[src/sidd_pkg.sv]
// Package for the signed integer to decimal ASCII converter.
// Holds the pipeline payload type, digit constants and the shift-add-3 step.
// No dependencies.
`timescale 1ns / 1ps
`default_nettype none
package sidd_pkg;
  localparam int NUM_DIGITS = 20;
  localparam int BCD_W = 4 * NUM_DIGITS;
  localparam int BITS_PER_STAGE = 8;
  localparam int NUM_STAGES = 64 / BITS_PER_STAGE;
  localparam logic [7:0] CHAR_ZERO = 8'h30;
  localparam logic [7:0] CHAR_MINUS = 8'h2D;

  typedef struct packed {
    logic [63:0]      bin;
    logic [BCD_W-1:0] bcd;
    logic             neg;
    logic             zero;
    logic [5:0]       pad;
  } pipe_t;

  function automatic logic [BCD_W-1:0] dabble_adjust(input logic [BCD_W-1:0] bcd);
    logic [BCD_W-1:0] res;
    res = bcd;
    for (int d = 0; d < NUM_DIGITS; d++) begin
      if (bcd[4*d +: 4] >= 4'd5) begin
        res[4*d +: 4] = bcd[4*d +: 4] + 4'd3;
      end
    end
    return res;
  endfunction
endpackage
`default_nettype wire

[src/sidd_if.sv]
// Channel interfaces for the converter: input beats and character beats.
// No dependencies.
`timescale 1ns / 1ps
`default_nettype none
interface sidd_in_if;
  logic        valid;
  logic        ready;
  logic [63:0] value;
  logic [5:0]  min_digits;
  modport source (output valid, value, min_digits, input ready);
  modport sink (input valid, value, min_digits, output ready);
endinterface

interface sidd_out_if;
  logic       valid;
  logic       ready;
  logic [7:0] char_code;
  logic       is_last;
  modport source (output valid, char_code, is_last, input ready);
  modport sink (input valid, char_code, is_last, output ready);
endinterface
`default_nettype wire

[src/sidd_dabble_stage.sv]
// One pipeline stage of the binary to BCD conversion: eight shift-add-3 steps.
// Depends on sidd_pkg.
`timescale 1ns / 1ps
`default_nettype none
module sidd_dabble_stage (
  input  wire logic          clk,
  input  wire logic          rst_n,
  input  wire logic          in_valid,
  output logic               in_ready,
  input  wire sidd_pkg::pipe_t in_data,
  output logic               out_valid,
  input  wire logic          out_ready,
  output sidd_pkg::pipe_t    out_data
);
  import sidd_pkg::*;

  logic  valid_r;
  pipe_t data_r;
  pipe_t data_nxt;

  assign in_ready = !valid_r || out_ready;
  assign out_valid = valid_r;
  assign out_data = data_r;

  always_comb begin
    data_nxt = in_data;
    for (int s = 0; s < BITS_PER_STAGE; s++) begin
      data_nxt.bcd = dabble_adjust(data_nxt.bcd);
      data_nxt.bcd = {data_nxt.bcd[BCD_W-2:0], data_nxt.bin[63]};
      data_nxt.bin = {data_nxt.bin[62:0], 1'b0};
    end
  end

  always_ff @(posedge clk) begin
    if (!rst_n) begin
      valid_r <= 1'b0;
    end else if (in_ready) begin
      valid_r <= in_valid;
    end
    if (in_ready && in_valid) begin
      data_r <= data_nxt;
    end
  end
endmodule
`default_nettype wire

[src/signed_int_to_decimal_ascii_top.sv]
// Top level of the signed 64-bit integer to decimal ASCII converter.
// Depends on sidd_pkg, sidd_if and sidd_dabble_stage.
//
// Channel  Dir  Payload
// in_ch    in   value[63:0] signed, min_digits[5:0]
// out_ch   out  char_code[7:0], is_last
//
// An input beat passes an entry register, eight conversion stages of eight
// bits each and a length stage, then the output register emits one character
// per cycle while out_ch is ready; a number of n characters, n from 1 to
// max(20, MAX_PAD_DIGITS) + 1, frees the serializer on its last character.
// Reset clears all valid bits; stalls freeze each full stage in place.
`timescale 1ns / 1ps
`default_nettype none
module signed_int_to_decimal_ascii_top #(
  parameter int MAX_PAD_DIGITS = 32
) (
  input  wire logic  clk,
  input  wire logic  rst_n,
  sidd_in_if.sink    in_ch,
  sidd_out_if.source out_ch
);
  import sidd_pkg::*;

  localparam logic [5:0] PAD_CAP = 6'(MAX_PAD_DIGITS);

  logic  ent_valid_r;
  pipe_t ent_r;
  logic  ent_ready;
  logic  [NUM_STAGES:0] st_valid;
  logic  [NUM_STAGES:0] st_ready;
  pipe_t st_data [NUM_STAGES+1];

  assign in_ch.ready = !ent_valid_r || ent_ready;
  assign ent_ready = st_ready[0];

  always_ff @(posedge clk) begin
    if (!rst_n) begin
      ent_valid_r <= 1'b0;
    end else if (in_ch.ready) begin
      ent_valid_r <= in_ch.valid;
    end
    if (in_ch.ready && in_ch.valid) begin
      ent_r.neg  <= in_ch.value[63];
      ent_r.bin  <= in_ch.value[63] ? (64'd0 - in_ch.value) : in_ch.value;
      ent_r.bcd  <= '0;
      ent_r.zero <= (in_ch.value == 64'd0);
      ent_r.pad  <= (in_ch.min_digits > PAD_CAP) ? PAD_CAP : in_ch.min_digits;
    end
  end

  assign st_valid[0] = ent_valid_r;
  assign st_data[0] = ent_r;

  for (genvar g = 0; g < NUM_STAGES; g++) begin : g_stage
    sidd_dabble_stage u_stage (
      .clk       (clk),
      .rst_n     (rst_n),
      .in_valid  (st_valid[g]),
      .in_ready  (st_ready[g]),
      .in_data   (st_data[g]),
      .out_valid (st_valid[g+1]),
      .out_ready (st_ready[g+1]),
      .out_data  (st_data[g+1])
    );
  end

  // Length stage.
  logic             len_valid_r;
  logic [BCD_W-1:0] len_bcd_r;
  logic             len_neg_r;
  logic [5:0]       len_nd_r;
  logic             len_ready;
  logic [5:0]       dig_len;
  logic [5:0]       nd_nxt;
  pipe_t            last_d;

  assign last_d = st_data[NUM_STAGES];
  assign st_ready[NUM_STAGES] = !len_valid_r || len_ready;

  always_comb begin
    dig_len = '0;
    for (int d = 0; d < NUM_DIGITS; d++) begin
      if (last_d.bcd[4*d +: 4] != 4'd0) begin
        dig_len = 6'(d + 1);
      end
    end
    if (last_d.zero) begin
      nd_nxt = 6'd1;
    end else if (dig_len > last_d.pad) begin
      nd_nxt = dig_len;
    end else begin
      nd_nxt = last_d.pad;
    end
  end

  always_ff @(posedge clk) begin
    if (!rst_n) begin
      len_valid_r <= 1'b0;
    end else if (st_ready[NUM_STAGES]) begin
      len_valid_r <= st_valid[NUM_STAGES];
    end
    if (st_ready[NUM_STAGES] && st_valid[NUM_STAGES]) begin
      len_bcd_r <= last_d.bcd;
      len_neg_r <= last_d.neg && !last_d.zero;
      len_nd_r  <= nd_nxt;
    end
  end

  // Character serializer.
  logic             busy_r;
  logic             sign_r;
  logic [5:0]       pos_r;
  logic [BCD_W-1:0] bcd_r;
  logic [3:0]       digit;
  logic             last_char;
  logic             out_beat;

  assign last_char = !sign_r && (pos_r == 6'd0);
  assign out_beat = busy_r && out_ch.ready;
  assign len_ready = !busy_r || (out_beat && last_char);

  always_comb begin
    if (pos_r < 6'(NUM_DIGITS)) begin
      digit = bcd_r[4*pos_r[4:0] +: 4];
    end else begin
      digit = 4'd0;
    end
  end

  assign out_ch.valid = busy_r;
  assign out_ch.char_code = sign_r ? CHAR_MINUS : (CHAR_ZERO + {4'd0, digit});
  assign out_ch.is_last = last_char;

  always_ff @(posedge clk) begin
    if (!rst_n) begin
      busy_r <= 1'b0;
      sign_r <= 1'b0;
      pos_r  <= '0;
    end else if (len_ready) begin
      busy_r <= len_valid_r;
      if (len_valid_r) begin
        sign_r <= len_neg_r;
        pos_r  <= len_nd_r - 6'd1;
      end
    end else if (out_beat) begin
      if (sign_r) begin
        sign_r <= 1'b0;
      end else begin
        pos_r <= pos_r - 6'd1;
      end
    end
    if (len_ready && len_valid_r) begin
      bcd_r <= len_bcd_r;
    end
  end
endmodule
`default_nettype wire
[src/flat_wrapper.sv]
// flat-port wrapper written by rule: the top's interface ports become plain ports
module signed_int_to_decimal_ascii_top_flat import sidd_pkg::*;
#(
  parameter int MAX_PAD_DIGITS = 32
)
  (clk, rst_n, in_ch_valid, in_ch_value, in_ch_min_digits, in_ch_ready, out_ch_valid, out_ch_char_code, out_ch_is_last, out_ch_ready);
  sidd_in_if in_ch_i ();
  sidd_out_if out_ch_i ();
  input  wire logic clk;
  input  wire logic rst_n;
  input wire logic [$bits(in_ch_i.valid)-1:0] in_ch_valid;
  input wire logic [$bits(in_ch_i.value)-1:0] in_ch_value;
  input wire logic [$bits(in_ch_i.min_digits)-1:0] in_ch_min_digits;
  output wire logic [$bits(in_ch_i.ready)-1:0] in_ch_ready;
  output wire logic [$bits(out_ch_i.valid)-1:0] out_ch_valid;
  output wire logic [$bits(out_ch_i.char_code)-1:0] out_ch_char_code;
  output wire logic [$bits(out_ch_i.is_last)-1:0] out_ch_is_last;
  input wire logic [$bits(out_ch_i.ready)-1:0] out_ch_ready;
  assign in_ch_i.valid = in_ch_valid;
  assign in_ch_i.value = in_ch_value;
  assign in_ch_i.min_digits = in_ch_min_digits;
  assign in_ch_ready = in_ch_i.ready;
  assign out_ch_valid = out_ch_i.valid;
  assign out_ch_char_code = out_ch_i.char_code;
  assign out_ch_is_last = out_ch_i.is_last;
  assign out_ch_i.ready = out_ch_ready;
  signed_int_to_decimal_ascii_top #(.MAX_PAD_DIGITS(MAX_PAD_DIGITS)) u_core (.clk(clk), .rst_n(rst_n), .in_ch(in_ch_i), .out_ch(out_ch_i));
endmodule
[config.mk]
export PLATFORM = sky130hd
export DESIGN_NAME = signed_int_to_decimal_ascii_top_flat
export DESIGN_NICKNAME = d
export VERILOG_FILES = /design/src/sidd_pkg.sv /design/src/sidd_if.sv /design/src/sidd_dabble_stage.sv /design/src/signed_int_to_decimal_ascii_top.sv /design/src/flat_wrapper.sv
export SDC_FILE = /design/constraint.sdc
export NUM_CORES = 2
export LEC_CHECK = 0
export BUFFER_PORTS_ARGS = -buffer_cell sky130_fd_sc_hd__buf_4
export CORE_ASPECT_RATIO = 0.9
export CORE_UTILIZATION = 25
export DETAILED_ROUTE_END_ITERATION = 6
export PLACE_DENSITY = 0.36
export SYNTH_ARGS = -nofsm -noshare
export SYNTH_HDL_FRONTEND = slang
export SYNTH_SLANG_ARGS = --single-unit
[constraint.sdc]
create_clock -name clk -period 8.7 [get_ports clk]
set_clock_uncertainty 0.05 [all_clocks]
set_input_delay 0 -clock clk [delete_from_list [all_inputs] [get_ports clk]]
set_output_delay 0 -clock clk [all_outputs]
set_load 0.02 [all_outputs]
=== After elaboration in Yosys (flattened, before gate mapping) ===
Index checks and enable logic that the tools add are counted.

* Register bits: 1,113
* Input bits: 74
* Logic and storage cells: 3,378

* Add/subtract/negate cells: 1,074
* $lt $le $gt $ge: 1,073
* Equality and inequality tests: 2
* Shift operators: 1
* Muxes and demuxes: 1,101
* Reduce and logical (&&, ||, !) cells: 64

{| class="wikitable"
|+ Operator list
! kind !! number
|-
| greater-or-equal comparator 4 x 3 -> 1 bit (second input constant) || 1,050
|-
| 2-to-1 mux 4 bit || 1,016
|-
| adder 4 x 2 -> 4 bit (second input constant) || 1,007
|-
| 2-to-1 mux 3 bit || 65
|-
| adder 3 x 2 -> 3 bit (second input constant) || 43
|-
| nonzero test 4 bit || 20
|-
| indexed part select 80 x 8 -> 4 bit || 1
|-
| logical NOT 64 bit || 1
|-
| subtractor 1 x 64 -> 64 bit (first input constant) || 1
|-
| 2-to-1 mux 63 bit || 1
|-
| adder 1 x 2 -> 3 bit (both inputs constant) || 19
|-
| greater-or-equal comparator 1 x 3 -> 1 bit (both inputs constant) || 19
|-
| 2-to-1 mux 6 bit || 5
|-
| 2-to-1 mux 5 bit || 5
|-
| logical AND 1 bit || 15
|-
| logical NOT 1 bit || 13
|-
| subtractor 6 x 1 -> 6 bit (second input constant) || 2
|-
| logical OR 1 bit || 11
|-
| 2-to-1 mux 8 bit || 1
|-
| adder 6 x 4 -> 7 bit (first input constant) || 1
|-
| greater-than comparator 5 x 6 -> 1 bit || 1
|-
| greater-than comparator 6 bit (second input constant) || 1
|-
| logical NOT 6 bit || 1
|-
| less-than comparator 6 x 5 -> 1 bit (second input constant) || 1
|-
| 8 further kinds || 15
|}

=== Longest topological paths before layout ===
* Depth after elaboration: 23
* Gate-level depth with buffers: 40
* Mapped depth without buffers: 39

=== Hierarchy ===
A second synthesis with hierarchy kept.

* Cell total of the unflattened synthesis: 27,132
* Area, all modules: 211,643.0 um^2

{| class="wikitable"
|+ Modules (own cells, without submodules)
! module !! instances !! cells each !! area each (um^2) !! sequential area each (um^2)
|-
| sidd_dabble_stage || 8 || 3,306 || 25,129.1 || 4,344.2
|-
| signed_int_to_decimal_ascii_top || 1 || 684 || 10,610.2 || 7,377.1
|}

=== Worst setup path after synthesis ===
OpenSTA, ideal clock, no wires.

* Kind: reg-to-reg
* Start point: register u_core.pos_r[2]
* End point: register u_core.g_stage[5].u_stage.data_r, in the netlist u_core.g_stage[5].u_stage.out_data[0] (enable)
* Arrival: 8.717 ns
* Required time: 7.984 ns
* Slack: -0.733 ns
* Stages on the path, launching flop included: 11
* Buffers on the path: 2
* Period minus slack after synthesis: 9.433 ns
* Cell sequence: dfxtp_1 clkbuf_1 nor2_1 nand2_1 nor4_1 nand2_1 and2_1 clkbuf_1 nand3_1 nor2_1 a21boi_0

* Cells in the longest elaborated chain, start to end: 9

{| class="wikitable"
|+ Ends and longest elaborated chain
! what !! RTL line !! RTL
|-
| start, declared || signed_int_to_decimal_ascii_top.sv:113 || <nowiki>logic [5:0] pos_r;</nowiki>
|-
| start signal, assigned || signed_int_to_decimal_ascii_top.sv:144 || <nowiki>pos_r <= len_nd_r - 6'd1;</nowiki>
|-
| start signal, assigned || signed_int_to_decimal_ascii_top.sv:150 || <nowiki>pos_r <= pos_r - 6'd1;</nowiki>
|-
| logical NOT 6 bit || signed_int_to_decimal_ascii_top.sv:119 || <nowiki>assign last_char = !sign_r && (pos_r == 6'd0);</nowiki>
|-
| logical AND 1 bit || signed_int_to_decimal_ascii_top.sv:119 ||
|-
| via out_ch_is_last || flat_wrapper.sv:17 || <nowiki>output wire logic [$bits(out_ch_i.is_last)-1:0] out_ch_is_last;</nowiki>
|-
| logical AND 1 bit || signed_int_to_decimal_ascii_top.sv:121 || <nowiki>assign len_ready = !busy_r || (out_beat && last_char);</nowiki>
|-
| logical OR 1 bit || signed_int_to_decimal_ascii_top.sv:121 ||
|-
| logical OR 1 bit || signed_int_to_decimal_ascii_top.sv:79 || <nowiki>assign st_ready[NUM_STAGES] = !len_valid_r || len_ready;</nowiki>
|-
| logical OR 1 bit (3 in series) || sidd_dabble_stage.sv:21 || <nowiki>assign in_ready = !valid_r || out_ready;</nowiki>
|-
| logical AND 1 bit || sidd_dabble_stage.sv:40 || <nowiki>if (in_ready && in_valid) begin</nowiki>
|-
| end signal, assigned || sidd_dabble_stage.sv:41 || <nowiki>data_r <= data_nxt;</nowiki>
|-
| end, declared || sidd_dabble_stage.sv:18 || <nowiki>pipe_t data_r;</nowiki>
|}

The timed path passes the listed nets, and every way through them passes these cells.
A chain may end at the register's enable or synchronous reset.

==> parameters.txt <==
Parameter                              Value

Clocking
  Number of buffers on the longest clock path ... 4
  Clock sinks ... 919
  Clock transition at the registers of the reported paths ... 0.06 ns
  Htree depth ... 4
  Clk_lat worst skew ... 0.85 ns
  CTS root buffer ... sky130_fd_sc_hd__clkbuf_16
  Total clock buffers created by CTS ... 136
  Clock tree from TritonCTS ... yes

Floorplanning
  Die area ... 432700 µm²
  I/O pin count ... 85
  Initial Utilization ... 25.11%
  Core ar. ... 428200 µm²
  Height of the die ... 624.1 µm
  Chip Width ... 693.3 µm
  Site Rows ... 228

Timing
  Actual transition at the worst max-transition pin ... 1.106 ns
  Peak clock frequency supported by timing ... 127.0 MHz
  Setup repair after global routing missed its margin ... false
  Final hold viol count ... 0
  Setup violation total in the final timing report ... 0
  Max-slew violation count ... 0
  Clock period minus final worst setup slack ... 7.873 ns
  Final critical-path share of the clock period ... 90.49%
  Tightest slew margin relative to the limit ... 26.25%
  Sum Neg Setup Slack ... 0 ns

Placed design
  Port Buf Inserts ... 81
  Number of placed instances, taps included ... 18430
  GP Congestion ... 0.7529
  Estimated wirelength of the detail-placed design ... 212400 µm

Detailed routing
  Number of design-rule violations left by the first detailed-router iteration ... 5162
  Per-cell via count in the routed design ... 4.997
  Wire length after detailed routing ... 279100 µm
  Drc violations ... 0
  Overall via count from detail_route ... 94270
  Antenna violation net count after detailed routing ... 0
  Average wire per cell in the routed design ... 14.79 µm
  Drt first pass iters ... 6

Final layout
  Most frequent cells in the layout ... sky130_fd_sc_hd__nor2_1, sky130_fd_sc_hd__a21oi_1, sky130_fd_sc_hd__nand2_1, sky130_fd_sc_hd__edfxtp_1, sky130_fd_sc_hd__inv_1
  Most common cell after layout, fill and taps aside ... sky130_fd_sc_hd__nor2_1
  Synth-to-layout area growth ... 12.71%
  Post-route non-filler standard cell count ... 18870
  Number of filler cells placed in the layout ... 45600
  Fraction of final layout cells with drive strength greater than 1 ... 11.61%
  Final core utilization ... 28.30%
  Nets ... 13660

Synth
  Ys flop type ... sky130_fd_sc_hd__edfxtp_1
  Post-Syn Area ... 107500 µm²
  Synth warnings ... 0
  Number of library cell types mapped by synthesis ... 166
  Average instance area after synthesis ... 8.376 µm²
  FFs w/ async S/R, synth ... 0%
  Synthesized netlist cell count ... 12840
  Number of synthesized flops with an enable pin ... 901
  Sequential-to-total area share from yosys stat ... 25.50%
  Count of state elements after synthesis ... 919

Global routing
  Vias in the first global route ... 88830
  GRT Overall Usage ... 12.39%
  Total gr overflow ... 0
  Initial antenna violation count ... 18
  Global-route wire length before repair ... 460800 µm
  Maximum number of pins on one net before global-route repair ... 86

Setup path
  Type of the worst setup path ... reg -> reg
  CP Capture Type ... flop
  Worst Setup Start Kind ... flop
  Most numerous cell on the critical path ... sky130_fd_sc_hd__ha_1
  Worst-path fanout max ... 11
  CP arrival ... 8.37 ns
  Crit-path slowest cell ... sky130_fd_sc_hd__xnor2_1
  Crit path largest cell delay ... 0.71 ns
  Required time worst endpoint ... 9.19 ns

Min path
  Worst Hold Class ... in -> reg

Run status
  Run status ... finished, final reports clean

Run
  Count of max-cap constraint violations ... 0
## cell type report
type | count | area [µm²] | area share [%]
Antenna cell | 2 | 5.005 | 0.004130
Clock inverter | 79 | 994.7 | 0.8209
Tap cell | 5750 | 7194 | 5.937
Clock buffer | 163 | 3611 | 2.980
Sequential cell | 919 | 27420 | 22.63
Multi-Input combinational cell | 10710 | 75510 | 62.32
Timing Repair Buffer | 346 | 3080 | 2.542
Inverter | 893 | 3362 | 2.774
## per-stage QoR
step / hold slack [ns] / instance area [µm²] / setup slack (ns)
3_3_place_gp: 0.1670 / 114700 / 0.9415
5_1_grt: 0.1477 / 121200 / 0.03557
6_report: 0.1634 / 121200 / 0.8273
4_1_cts: 0.08383 / 121200 / 0.8193
3_5_place_dp: 0.1662 / 114700 / 0.8403
2_1_floorplan: 0.04887 / 107500 / 1.382
## sequential cells by signal, indices dropped and copies added, names as in the netlist, 6 cells and up
signal                            count
u_core.g_stage.u_stage.out_data     662
u_core.bcd_r                         80
u_core.len_bcd_r                     80
u_core.g_stage.u_stage.out_valid      8
u_core.len_nd_r                       6
u_core.ent_r                         72
u_core.pos_r                          6
## path summary, 6_finish.rpt
check        depth (start not counted)                                     end  slack (ns)                                   start
min                                  4                       u_core.ent_r[117]        0.16                         in_ch_value[28]
max reg2reg                         30  u_core.g_stage[4].u_stage.out_data[28]        0.83  u_core.g_stage[3].u_stage.out_data[12]
max                                 30  u_core.g_stage[4].u_stage.out_data[28]        0.83  u_core.g_stage[3].u_stage.out_data[12]
min reg2reg                          0                         u_core.bcd_r[0]        0.33                     u_core.len_bcd_r[0]
## Yosys cell counts, types with 122 or more instances
library cell / n / share of area, %
sky130_fd_sc_hd__nand3_1: 306 / 1.4
sky130_fd_sc_hd__o21ai_0: 767 / 3.6
sky130_fd_sc_hd__o21ai_1: 239 / 1.1
sky130_fd_sc_hd__o211ai_1: 229 / 1.6
sky130_fd_sc_hd__a21o_1: 188 / 1.3
sky130_fd_sc_hd__and2_1: 191 / 1.1
sky130_fd_sc_hd__xor2_1: 128 / 1.0
sky130_fd_sc_hd__inv_1: 816 / 2.8
sky130_fd_sc_hd__mux2i_1: 363 / 3.4
sky130_fd_sc_hd__mux2_2: 236 / 2.5
sky130_fd_sc_hd__nor3_1: 322 / 1.5
sky130_fd_sc_hd__xnor2_1: 395 / 3.2
sky130_fd_sc_hd__a211oi_1: 219 / 1.5
sky130_fd_sc_hd__nor2_1: 1039 / 3.6
sky130_fd_sc_hd__nand2_1: 956 / 3.3
sky130_fd_sc_hd__nor2b_1: 152 / 0.88
sky130_fd_sc_hd__a21oi_1: 978 / 4.6
sky130_fd_sc_hd__o22ai_1: 140 / 0.81
sky130_fd_sc_hd__a31oi_1: 204 / 1.2
sky130_fd_sc_hd__nand2b_1: 269 / 1.6
sky130_fd_sc_hd__ha_1: 579 / 6.7
sky130_fd_sc_hd__clkbuf_1: 204 / 0.71
sky130_fd_sc_hd__or3_1: 122 / 0.71
sky130_fd_sc_hd__o21a_1: 194 / 1.4
sky130_fd_sc_hd__edfxtp_1: 901 / 25
## layer usage
metal  up-vias  global-route usage [%]  share of wire, %
li1      49190                       -                 -
met1     43980                   16.39                48
met2       850                   21.82                47
met3       252                   1.259               2.3
met4         0                   2.377               1.8
met5         -                       0                 0
## what timing repair did
action                                  4_1_cts  5_1_grt
resized for setup                             0        1
endpoints found under the setup margin        0        1
endpoints found under the hold margin       117        0
hold buffers                                188        0
setup buffers                                 0        0
## logic make-up after synthesis
| group | Yosys count | share of synthesized area (%) |
|---|---|---|
| AOI/OAI and AO/OA | 4779 | 31.41 |
| xor gates and xnor gates | 644 | 6.169 |
| adders and majority gates | 620 | 7.126 |
| buffers and inverters | 1204 | 4.381 |
| DFF | 919 | 25.50 |
| muxes | 658 | 6.866 |
| other | 2 | 0.006985 |
| and+or+nand+nor | 4010 | 18.54 |
## critical path, delay by kind of cell (launching register included)
kind / cells / cell delay (ns)
compound gates: 12 / 2.82
xor+xnor: 3 / 1.25
fa+ha+maj: 6 / 1.74
buf+inv: 3 / 0.37
flops: 1 / 0.41
simple gates: 6 / 0.97
Power is not shown: default switching activity piles up to over one toggle a cycle in this logic, so the estimate is an artifact.
